`src/gca_pkg.sv`:
```
// ----------------------------------------------------------------------------
// gca_pkg
// Shared types and constants for the gravity compensation pipeline.
// ----------------------------------------------------------------------------
`default_nettype none

package gca_pkg;

    // sine / cosine pair out of a CORDIC lane, Q2.30
    typedef struct packed {
        logic signed [31:0] s;
        logic signed [31:0] c;
    } sc_t;

    // pipeline depths of the fixed parts
    localparam int PH_LAT = 5;
    localparam int GR_LAT = 2;

    // arctangent table length
    localparam int TABLE_LEN = 24;

    // degrees Q9.6 to binary angle: q = floor((mag * 2^23 + 22) / 45)
    //   = mag * 186413 + floor((mag * 23 + 22) / 45)
    localparam logic [17:0] HI_MUL   = 18'd186413;
    localparam logic [4:0]  LO_MUL   = 5'd23;
    localparam logic [4:0]  LO_ADD   = 5'd22;
    localparam logic [5:0]  DIV_K    = 6'd45;
    // floor(2^24 / 45); estimate is low by at most one
    localparam logic [18:0] RECIP    = 19'd372827;
    localparam int          RECIP_SH = 24;

    // CORDIC start value, round(K * 2^30)
    localparam logic signed [31:0] GAIN_Q30 = 32'sd652032874;

    // round(atan(2^-i) * 2^32 / (2*pi))
    function automatic logic [31:0] atan_entry(input logic [4:0] idx);
        logic [31:0] a;
        case (idx)
            5'd0:    a = 32'h20000000;
            5'd1:    a = 32'h12E4051E;
            5'd2:    a = 32'h09FB385B;
            5'd3:    a = 32'h051111D4;
            5'd4:    a = 32'h028B0D43;
            5'd5:    a = 32'h0145D7E1;
            5'd6:    a = 32'h00A2F61E;
            5'd7:    a = 32'h00517C55;
            5'd8:    a = 32'h0028BE53;
            5'd9:    a = 32'h00145F2F;
            5'd10:   a = 32'h000A2F98;
            5'd11:   a = 32'h000517CC;
            5'd12:   a = 32'h00028BE6;
            5'd13:   a = 32'h000145F3;
            5'd14:   a = 32'h0000A2FA;
            5'd15:   a = 32'h0000517D;
            5'd16:   a = 32'h000028BE;
            5'd17:   a = 32'h0000145F;
            5'd18:   a = 32'h00000A30;
            5'd19:   a = 32'h00000518;
            5'd20:   a = 32'h0000028C;
            5'd21:   a = 32'h00000146;
            5'd22:   a = 32'h000000A3;
            5'd23:   a = 32'h00000051;
            default: a = 32'h00000000;
        endcase
        return a;
    endfunction

endpackage

`default_nettype wire

```
`src/gca_cordic.sv`:
```
// ----------------------------------------------------------------------------
// gca_cordic
// Unrolled rotation-mode CORDIC, one register stage per iteration.
// ----------------------------------------------------------------------------
`default_nettype none

module gca_cordic #(
    parameter int STAGES = 16
) (
    input  wire logic               clk,
    input  wire logic               en,
    input  wire logic signed [31:0] z_in,
    input  wire logic               flip_in,
    output gca_pkg::sc_t            sc
);

    localparam int N = (STAGES < gca_pkg::TABLE_LEN) ? STAGES : gca_pkg::TABLE_LEN;

    logic signed [31:0] x_reg    [N+1];
    logic signed [31:0] y_reg    [N+1];
    logic signed [31:0] z_reg    [N+1];
    logic               flip_reg [N+1];
    gca_pkg::sc_t       sc_reg;

    // seed stage
    always_ff @(posedge clk)
    begin
        if (en)
        begin
            x_reg[0]    <= gca_pkg::GAIN_Q30;
            y_reg[0]    <= '0;
            z_reg[0]    <= z_in;
            flip_reg[0] <= flip_in;
        end
    end

    // micro-rotations
    for (genvar i = 0; i < N; i++)
    begin : g_stage
        logic signed [31:0] dx;
        logic signed [31:0] dy;
        logic signed [31:0] ang;

        assign dx  = y_reg[i] >>> i;
        assign dy  = x_reg[i] >>> i;
        assign ang = signed'(gca_pkg::atan_entry(5'(i)));

        always_ff @(posedge clk)
        begin
            if (en)
            begin
                if (!z_reg[i][31])
                begin
                    x_reg[i+1] <= x_reg[i] - dx;
                    y_reg[i+1] <= y_reg[i] + dy;
                    z_reg[i+1] <= z_reg[i] - ang;
                end
                else
                begin
                    x_reg[i+1] <= x_reg[i] + dx;
                    y_reg[i+1] <= y_reg[i] - dy;
                    z_reg[i+1] <= z_reg[i] + ang;
                end
                flip_reg[i+1] <= flip_reg[i];
            end
        end
    end

    // undo the half-turn fold
    always_ff @(posedge clk)
    begin
        if (en)
        begin
            sc_reg.s <= flip_reg[N] ? -y_reg[N] : y_reg[N];
            sc_reg.c <= flip_reg[N] ? -x_reg[N] : x_reg[N];
        end
    end

    assign sc = sc_reg;

endmodule

`default_nettype wire

```
`config.mk`:
```
export PLATFORM = sky130hd
export DESIGN_NAME = gca_cordic
export DESIGN_NICKNAME = d
export VERILOG_FILES = /design/src/gca_pkg.sv /design/src/gca_cordic.sv
export SDC_FILE = /design/constraint.sdc
export NUM_CORES = 2
export LEC_CHECK = 0
export BUFFER_PORTS_ARGS = -buffer_cell sky130_fd_sc_hd__buf_4
export CAP_MARGIN = 5
export CORE_MARGIN = 4
export CORE_UTILIZATION = 48
export CTS_BUF_LIST = sky130_fd_sc_hd__clkbuf_2
export DETAILED_ROUTE_END_ITERATION = 10
export PLACE_DENSITY = 0.75
export SETUP_SLACK_MARGIN = 0.4
export SKIP_LAST_GASP = 1
export SYNTH_ARGS = -nofsm -noshare
export SYNTH_HDL_FRONTEND = slang
export SYNTH_SLANG_ARGS = --single-unit
export TNS_END_PERCENT = 10
```
`constraint.sdc`:
```
create_clock -name clk -period 9.1 [get_ports clk]
set_input_delay 0.91 -clock clk [delete_from_list [all_inputs] [get_ports clk]]
set_output_delay 0.91 -clock clk [all_outputs]
set_load 0.01 [all_outputs]
```
==> impl_metrics.csv <==
group,metric,value,unit
run_status,status,"finished clean",
global_route,antenna_found_initial,1,
min_path,min_from,"flip_reg[12]",
timing,fin_worst_skew,0.2854,ns
global_route,grt_pass1_wl,469000,µm
timing,finalCritPeriodShare,63.79,%
placement,place_ws,2.426,ns
critical_path,cp-start-kind,"primary input",
floorplanning,design.core.area,252100,µm²
synth,syn_avg_cell_area,9.819,µm²
detailed_routing,via_count,94690,
detailed_routing,route.detailed.vias_per_inst,5.749,
global_route,globalRouteOverflowTotal,0,
synth,synth_area_leaders,"edfxtp_1 (37%), ha_1 (14%), xnor2_1 (8.9%)",
flow_run,cap_violations,0,
timing,fin_ws,3.295,ns
clock_tree,clkTransAtPathRegs,0.09,ns
synth,synth_nets,13910,
timing,finalSetupViolations,0,
timing,fmax,172.3,MHz
timing,hold_viol_final,0,
critical_path,cp_top_family,"buffers and inverters",
synth,synth_seq_cells,1498,
detailed_routing,routedWlPerCell,17.82,µm
critical_path,slowest_delay,0.72,ns
timing,timing_max_transition_violations_final,0,
final_layout,largest_reg_flops,481,
synth,synth_edf_count,1498,
detailed_routing,wirelength,293500,µm
global_route,grt_usage,21.53,%
critical_path,worstSetupStartpoint,"en",
timing,max_slew_margin,13.93,%
clock_tree,htree_levels,5,
synth,yosysTopAreaCell,"edfxtp_1",
global_route,grt_max_degree,152,
floorplanning,die_w,512.1,µm
timing,fin_crit,5.805,ns
placement,port_buffers,98,
timing,worst_pin_slew,1.279,ns
critical_path,regToRegStartpoint,"z_reg[5][31]",
clock_tree,clock_latency,1.65,ns
clock_tree,cts_sinks,1498,
critical_path,crit_path_top_delay_cell,"buf_4",
min_path,hp-class,"flop to flop",
critical_path,cp.required,10.49,ns
floorplanning,dieArea,262200,µm²
timing,fin_setup_tns,0,ns
synth,synth_ff_type,"edfxtp_1",
critical_path,cp_max_fo,128,
detailed_routing,drcViolationCount,0,
clock_tree,cts_buffer_depth,4,
synth,synth_most_common_cell,"edfxtp_1",
synth,synth_commonest_cells,"edfxtp_1 (1498), ha_1 (1408), a21oi_1 (1246)",
synth,synth_seq_area_share,36.88,%
detailed_routing,drt_iter0_markers,5951,
floorplanning,num_rows,184,
synth,netlist_instances,12420,
clock_tree,numCtsBuffers,398,
detailed_routing,antenna_left,0,
final_layout,final_nets,14310,
final_layout,utilization,51.92,%
detailed_routing,drt-pass1-iter-count,8,
synth,synth.cell_area,122000,µm²
final_layout,drive_gt1_share,6.798,%
floorplanning,start_util,48.39,%
placement,gp_congestion,0.9814,
placement,dpl.hpwl,229900,µm
floorplanning,die_h,512.1,µm
critical_path,worstPathArrival,7.19,ns
critical_path,critPathBufInv,5,
clock_tree,cts_tree,"built",
floorplanning,io_pins,99,
critical_path,crit_type,"primary input to flop",
synth,synth_cell_type_count,88,
synth,ys_warn_count,0,
timing,grt_setup_unrepaired,"no",
global_route,grt_pass1_vias,92170,
critical_path,crit_chain,"dlygate4sd3_1, buf_16, buf_4, nand2_1, buf_4, inv_1, nor2_1, xor2_1, ha_1, a21oi_1, o21ai_0, a31oi_1, o31ai_1, or3b_1, nor2b_1, o21ai_1, nor3_1, o31ai_1, xnor2_1",
clock_tree,cts_root_buffer,"clkbuf_2",
critical_path,endpoint_kind,"flop",
final_layout,area_growth,7.310,%
synth,synth_top_area_share,36.88,%
synth,async_flop_share,0,%
## through the flow
step	cells	cell area (µm²)	hold WS, ns
global route	16470	130900	0.3305
detailed placement	15710	126600	0.4045
finish	16470	130900	0.3975
CTS	16470	130900	0.2445
floorplan	12420	122000	0.4003
global placement	15710	126600	0.4002
## layout make-up
class,count,area (µm²)
fill,22750,121200
multi-input combinational,10210,74340
sequential,1498,44980
tap,3348,4189
clock buffer,548,2743
timing repair buffer,234,1969
inverter,484,1817
clock inverter,148,852.1
antenna,1,2.502
## repair_timing
| item | in CTS | in global routing |
|---|---|---|
| hold buffers | 67 | 0 |
| endpoints found under the hold margin | 144 | 0 |
| gates resized for setup | 0 | 0 |
| buffers inserted | 0 | 0 |
## worst register-to-register path, stage by stage, from the launching register on
cell,delay (ns)
edfxtp_1,0.45
nand2_2,0.11
clkinv_1,0.49
buf_4,0.47
nor2_1,0.17
xor2_1,0.16
ha_1,0.28
a21o_1,0.20
a2111oi_0,0.80
o31ai_1,0.38
and4_1,0.31
o311ai_1,0.54
o21ai_0,0.30
o311ai_0,0.43
nand2b_1,0.10
a21oi_1,0.19
xnor2_1,0.08
## placed cells by master, fill, tap and decap left out, drive strengths merged, types with 29 or more instances in the layout
cell type / instances
a211oi: 113
xnor2: 1233
a31o: 34
xor2: 560
nand4: 123
o21ai: 676
nor3: 287
nor2b: 156
ha: 1408
o41ai: 74
and2: 60
o21a: 176
fa: 44
buf: 167
edfxtp: 1498
a31oi: 132
o211ai: 56
inv: 486
a21oi: 1246
nor2: 879
dlygate4sd3: 67
or4: 45
o31a: 37
nor3b: 29
and3: 107
mux2i: 67
nand2: 697
nand3b: 30
a2111oi: 32
mux2: 30
nand3: 202
nor4: 94
nand2b: 204
o31ai: 140
or3: 68
clkinv: 131
clkbuf: 548
o21bai: 188
or2: 40
a21o: 626
## layer usage
metal  part of all wire [%]  global-route usage [%]  up-vias
li1                       -                       -    47430
met1                     39                   23.49    43960
met2                     51                   40.05     2430
met3                    3.6                   2.421      866
met4                    6.1                   12.70        0
met5                      0                       0        -
## final timing paths
path	to	slack, ns	depth (start not counted)
setup reg to reg	x_reg[6][31]	3.47	16
hold reg to reg	flip_reg[13]	0.40	0
setup / recovery	x_reg[4][31]	3.30	19
hold / removal	flip_reg[13]	0.40	0
## cells by family (layout without fill, tap and decap cells)
logic type	after synthesis	after routing	synth area share (%)
buffers and inverters	716	1414	2.204
flip-flops	1498	1498	36.88
AO/OA/AOI/OAI	3788	3788	19.72
XOR/XNOR	1794	1794	12.89
AND/OR/NAND/NOR	3078	3078	12.31
adder cells (fa/ha/maj)	1452	1452	15.17
multiplexers	97	97	0.8268
other	0	1	0
Power is not shown: default switching activity piles up to over one toggle a cycle in this logic, so the estimate is an artifact.
