<file path="config.mk">
export PLATFORM = sky130hd
export DESIGN_NAME = gca_phase
export DESIGN_NICKNAME = d
export VERILOG_FILES = /design/src/gca_pkg.sv /design/src/gca_phase.sv
export SDC_FILE = /design/constraint.sdc
export NUM_CORES = 1
export LEC_CHECK = 0
export BUFFER_PORTS_ARGS = -buffer_cell sky130_fd_sc_hd__buf_2
export CORE_MARGIN = 2
export CORE_UTILIZATION = 55
export CTS_CLUSTER_DIAMETER = 40
export DETAILED_ROUTE_END_ITERATION = 6
export PLACE_DENSITY = 0.84
export SETUP_SLACK_MARGIN = 0.15
export SLEW_MARGIN = 0
export SYNTH_ARGS = -nofsm -noshare
export SYNTH_HDL_FRONTEND = slang
export SYNTH_SLANG_ARGS = --single-unit
</file>
<file path="constraint.sdc">
create_clock -name clk -period 7.4 [get_ports clk]
set_input_delay 0.37 -clock clk [delete_from_list [all_inputs] [get_ports clk]]
set_output_delay 0.37 -clock clk [all_outputs]
set_load 0.01 [all_outputs]
</file>
<file path="src/gca_pkg.sv">
// ----------------------------------------------------------------------------
// gca_pkg
// Shared types and constants for the gravity compensation pipeline.
// ----------------------------------------------------------------------------
`default_nettype none

package gca_pkg;

    // sine / cosine pair out of a CORDIC lane, Q2.30
    typedef struct packed {
        logic signed [31:0] s;
        logic signed [31:0] c;
    } sc_t;

    // pipeline depths of the fixed parts
    localparam int PH_LAT = 5;
    localparam int GR_LAT = 2;

    // arctangent table length
    localparam int TABLE_LEN = 24;

    // degrees Q9.6 to binary angle: q = floor((mag * 2^23 + 22) / 45)
    //   = mag * 186413 + floor((mag * 23 + 22) / 45)
    localparam logic [17:0] HI_MUL   = 18'd186413;
    localparam logic [4:0]  LO_MUL   = 5'd23;
    localparam logic [4:0]  LO_ADD   = 5'd22;
    localparam logic [5:0]  DIV_K    = 6'd45;
    // floor(2^24 / 45); estimate is low by at most one
    localparam logic [18:0] RECIP    = 19'd372827;
    localparam int          RECIP_SH = 24;

    // CORDIC start value, round(K * 2^30)
    localparam logic signed [31:0] GAIN_Q30 = 32'sd652032874;

    // round(atan(2^-i) * 2^32 / (2*pi))
    function automatic logic [31:0] atan_entry(input logic [4:0] idx);
        logic [31:0] a;
        case (idx)
            5'd0:    a = 32'h20000000;
            5'd1:    a = 32'h12E4051E;
            5'd2:    a = 32'h09FB385B;
            5'd3:    a = 32'h051111D4;
            5'd4:    a = 32'h028B0D43;
            5'd5:    a = 32'h0145D7E1;
            5'd6:    a = 32'h00A2F61E;
            5'd7:    a = 32'h00517C55;
            5'd8:    a = 32'h0028BE53;
            5'd9:    a = 32'h00145F2F;
            5'd10:   a = 32'h000A2F98;
            5'd11:   a = 32'h000517CC;
            5'd12:   a = 32'h00028BE6;
            5'd13:   a = 32'h000145F3;
            5'd14:   a = 32'h0000A2FA;
            5'd15:   a = 32'h0000517D;
            5'd16:   a = 32'h000028BE;
            5'd17:   a = 32'h0000145F;
            5'd18:   a = 32'h00000A30;
            5'd19:   a = 32'h00000518;
            5'd20:   a = 32'h0000028C;
            5'd21:   a = 32'h00000146;
            5'd22:   a = 32'h000000A3;
            5'd23:   a = 32'h00000051;
            default: a = 32'h00000000;
        endcase
        return a;
    endfunction

endpackage

`default_nettype wire

</file>
<file path="src/gca_phase.sv">
// ----------------------------------------------------------------------------
// gca_phase
// Degrees (Q9.6) to 32-bit binary angle, folded into [-90, +90) degrees.
// ----------------------------------------------------------------------------
`default_nettype none

module gca_phase (
    input  wire logic               clk,
    input  wire logic               en,
    input  wire logic signed [15:0] deg,
    output logic signed [31:0]      z,
    output logic                    flip
);

    // stage 1: magnitude and sign
    logic [16:0] mag_reg;
    logic        neg1_reg;

    always_ff @(posedge clk)
    begin
        if (en)
        begin
            mag_reg  <= deg[15] ? (17'd0 - {deg[15], deg}) : {1'b0, deg};
            neg1_reg <= deg[15];
        end
    end

    // stage 2: mag times the integer part of 2^23 / 45, and the remainder term
    logic [34:0] hi_prod;
    logic [31:0] hi2_reg;
    logic [19:0] v2_reg;
    logic        neg2_reg;

    assign hi_prod = 35'(mag_reg) * 35'(gca_pkg::HI_MUL);

    always_ff @(posedge clk)
    begin
        if (en)
        begin
            hi2_reg  <= hi_prod[31:0];
            v2_reg   <= 20'(20'(mag_reg) * 20'(gca_pkg::LO_MUL) + 20'(gca_pkg::LO_ADD));
            neg2_reg <= neg1_reg;
        end
    end

    // stage 3: reciprocal estimate of v / 45
    logic [38:0] rc_prod;
    logic [14:0] qa3_reg;
    logic [19:0] v3_reg;
    logic [31:0] hi3_reg;
    logic        neg3_reg;

    assign rc_prod = 39'(v2_reg) * 39'(gca_pkg::RECIP);

    always_ff @(posedge clk)
    begin
        if (en)
        begin
            qa3_reg  <= rc_prod[gca_pkg::RECIP_SH +: 15];
            v3_reg   <= v2_reg;
            hi3_reg  <= hi2_reg;
            neg3_reg <= neg2_reg;
        end
    end

    // stage 4: one-step correction, sum the two parts
    logic [19:0] rem4;
    logic [14:0] qlo4;
    logic [31:0] q4_reg;
    logic        neg4_reg;

    assign rem4 = v3_reg - 20'(20'(qa3_reg) * 20'(gca_pkg::DIV_K));
    assign qlo4 = (rem4 >= 20'(gca_pkg::DIV_K)) ? qa3_reg + 15'd1 : qa3_reg;

    always_ff @(posedge clk)
    begin
        if (en)
        begin
            q4_reg   <= hi3_reg + 32'(qlo4);
            neg4_reg <= neg3_reg;
        end
    end

    // stage 5: apply sign, fold the back half-circle by a half turn
    logic [31:0] ph5;
    logic        fold5;
    logic [31:0] z_reg;
    logic        flip_reg;

    assign ph5   = neg4_reg ? (32'd0 - q4_reg) : q4_reg;
    assign fold5 = ph5[31] ^ ph5[30];

    always_ff @(posedge clk)
    begin
        if (en)
        begin
            z_reg    <= {ph5[31] ^ fold5, ph5[30:0]};
            flip_reg <= fold5;
        end
    end

    assign z    = signed'(z_reg);
    assign flip = flip_reg;

endmodule

`default_nettype wire

</file>
==> impl_metrics.py <==
metrics = {
    "critical_path": {
        "cp-end-kind": "flip-flop",
        "cp_slowest_stage_delay_ns": 0.51,
        "cp-startpoint": "qa3_reg[4]",
        "r2r_end": "q4_reg[18]",
        "cp_slowest_cell": "fa_1",
        "crit_required_ns": 7.71,
        "r2r_cells": 32,
        "worstReg2RegStart": "qa3_reg[4]",
        "cp_data_arrival_time_ns": 7.30,
        "crit_end": "q4_reg[18]",
        "cp_max_fo": 7,
        "crit_type": "reg -> reg",
        "start_kind": "flip-flop",
        "r2r_setup_slack_ns": 0.41,
    },
    "synthesis": {
        "synth_area_um2": 23000,
        "ys_seq_area_frac": 0.265,
        "synth.distinct_cells": 64,
        "synth_warnings": 0,
        "ys_async_sr_fraction": 0,
        "avgSynthCellArea_um2": 10.8,
        "syn_nets": 2802,
        "synth_edf_count": 203,
        "synth_cells": 2135,
        "synth_flop_cell": "edfxtp_1",
        "synth-seq-cells": 203,
    },
    "detailed_routing": {
        "wire_per_inst_um": 17.0,
        "drc": 0,
        "drtAntennaViolNets": 0,
        "vias": 15000,
        "vias_per_cell": 5.37,
        "drt_first_pass_iters": 6,
        "wirelength_um": 47500,
        "first_iter_violations": 765,
    },
    "timing": {
        "fin_crit_sh": 0.944,
        "max_slew_margin": 0.350,
        "hold_viol_final": 0,
        "fmax_ghz": 0.143,
        "final.min_clock_period_ns": 6.99,
        "slew_viol_final": 0,
        "rsz0062_at_grt": "false",
        "tightest_slew_ns": 0.975,
        "finClkSkew_ns": 0.0166,
        "setup_viol": 0,
    },
    "global_routing": {
        "grt_pass1_vias": 16100,
        "antenna_found_initial": 0,
        "grt_overflow": 0,
        "grt_max_degree": 126,
        "grtUsageTotal": 0.227,
        "grt_pass1_wl_um": 79400,
    },
    "die": {
        "die_h_um": 209,
        "ioPinCount": 51,
        "initial_core_util": 0.560,
        "core_um2": 41100,
        "die_area_um2": 43500,
        "die_w_um": 209,
        "rows": 74,
    },
    "status": {
        "status": "completed",
    },
    "place": {
        "place_congestion": 0.933,
        "dpl_cell_area_um2": 24000,
        "dp_hpwl_um": 39500,
        "port_buffers": 50,
    },
    "worst_hold_path": {
        "min_path_type": "in -> reg",
    },
    "cts": {
        "cts_tree": "yes",
        "cts_buffers": 28,
        "clock_latency_ns": 0.57,
        "htree_levels": 1,
        "root_buffer": "clkbuf_16",
        "clk_path_buf_depth": 3,
        "clkSinkCount": 203,
        "clkTransAtPathRegs_ns": 0.06,
    },
    "final_layout": {
        "utilization": 0.616,
        "antenna_cells": 0,
        "mostFrequentLayoutCell": "inv_1",
        "design_area_um2": 25300,
        "final_cell_mix": "551 x inv_1, 367 x ha_1, 271 x fa_1",
        "syn_to_final_growth_pct": 9.88,
        "drive_gt1_frac": 0.0761,
        "fin_nets": 2904,
    },
    "run": {
        "maxCapViolCount": 0,
    },
}
## Yosys cell counts (11+ instances only)
| library cell | n | area, um2 |
|---|---|---|
| inv_1 | 551 | 2070 |
| ha_1 | 377 | 4720 |
| fa_1 | 272 | 5450 |
| edfxtp_1 | 203 | 6100 |
| xnor2_1 | 126 | 1100 |
| a21oi_1 | 77 | 385 |
| nand2_1 | 72 | 270 |
| nor2_1 | 66 | 248 |
| o21ai_0 | 55 | 275 |
| xor2_1 | 39 | 342 |
| nand3_1 | 33 | 165 |
| a21o_1 | 28 | 210 |
| nor3_1 | 22 | 110 |
| o21bai_1 | 15 | 113 |
| and3_1 | 14 | 87.6 |
| o31ai_1 | 14 | 105 |
| a21boi_0 | 13 | 97.6 |
| nand4_1 | 11 | 68.8 |
| o21a_1 | 11 | 82.6 |
## logic make-up (layout without fill, tap and decap cells)
family / count (synthesis) / in the layout / share of synthesized area
AND/OR/NAND/NOR: 276 / 276 / 0.0595
AO/OA/AOI/OAI: 272 / 272 / 0.0768
adder cells (fa/ha/maj): 650 / 650 / 0.442
buffers and inverters: 561 / 685 / 0.0914
flip-flops: 203 / 203 / 0.265
XOR/XNOR: 165 / 165 / 0.0627
other: 1 / 1 / 0.000163
multiplexers: 7 / 7 / 0.00304
## layout make-up
| class | instances | area (um2) |
|---|---|---|
| Fill cell | 3225 | 15800 |
| Multi-Input combinational cell | 1371 | 15000 |
| Sequential cell | 203 | 6100 |
| Inverter | 551 | 2070 |
| Clock buffer | 28 | 701 |
| Tap cell | 532 | 666 |
| Timing Repair Buffer | 82 | 499 |
| Clock inverter | 24 | 249 |
## routing by layer
layer,wire [um],GRT usage,vias to the layer above
met4,1250,0.0589,0
met5,0,0,-
met2,22800,0.393,352
li1,-,-,7211
met3,2440,0.0394,87
met1,21000,0.296,7338
## metrics by stage
stage | cells | TNS (ns) | hold WS (ns) | setup slack [ns]
floorplan | 2135 | 0 | 0.400 | 0.243
global placement | 2718 | -0.246 | 0.401 | -0.0499
detailed placement | 2718 | -1.94 | 0.405 | -0.301
CTS | 2773 | 0 | 0.0161 | 0.156
global route | 2791 | 0 | 0.0186 | 0.0539
finish | 2791 | 0 | 0.0336 | 0.414
## critical path: cells and delay by family (launching register included)
kind | cells | cell delay (ns)
buf+inv | 6 | 0.70
fa+ha+maj | 7 | 2.33
simple gates | 4 | 0.82
flops | 1 | 0.43
compound gates | 11 | 1.71
mux | 1 | 0.28
xor+xnor | 3 | 0.43
## how the worst min path moves through the flow
| stage | slack [ns] | depth (start not counted) | to | startpoint |
|---|---|---|---|---|
| after floorplan | 0.40 | 0 | hi3_reg[10] | hi2_reg[10] |
| after CTS | 0.02 | 1 | mag_reg[0] | deg[0] |
| after global routing | 0.02 | 1 | mag_reg[0] | deg[0] |
| final | 0.03 | 1 | mag_reg[0] | deg[0] |
| after detailed placement | 0.40 | 0 | hi3_reg[21] | hi2_reg[21] |
| after global placement | 0.40 | 0 | hi3_reg[9] | hi2_reg[9] |
## what timing repair did
item | in CTS | in global routing
setup buffers | 3 | 18
endpoints found under the setup margin | 13 | 19
hold endpoints to repair | 0 | 0
pin swaps | 2 | 13
hold buffers | 0 | 0
resized for setup | 14 | 37
Power is not shown: default switching activity piles up to over one toggle a cycle in this logic, so the estimate is an artifact.
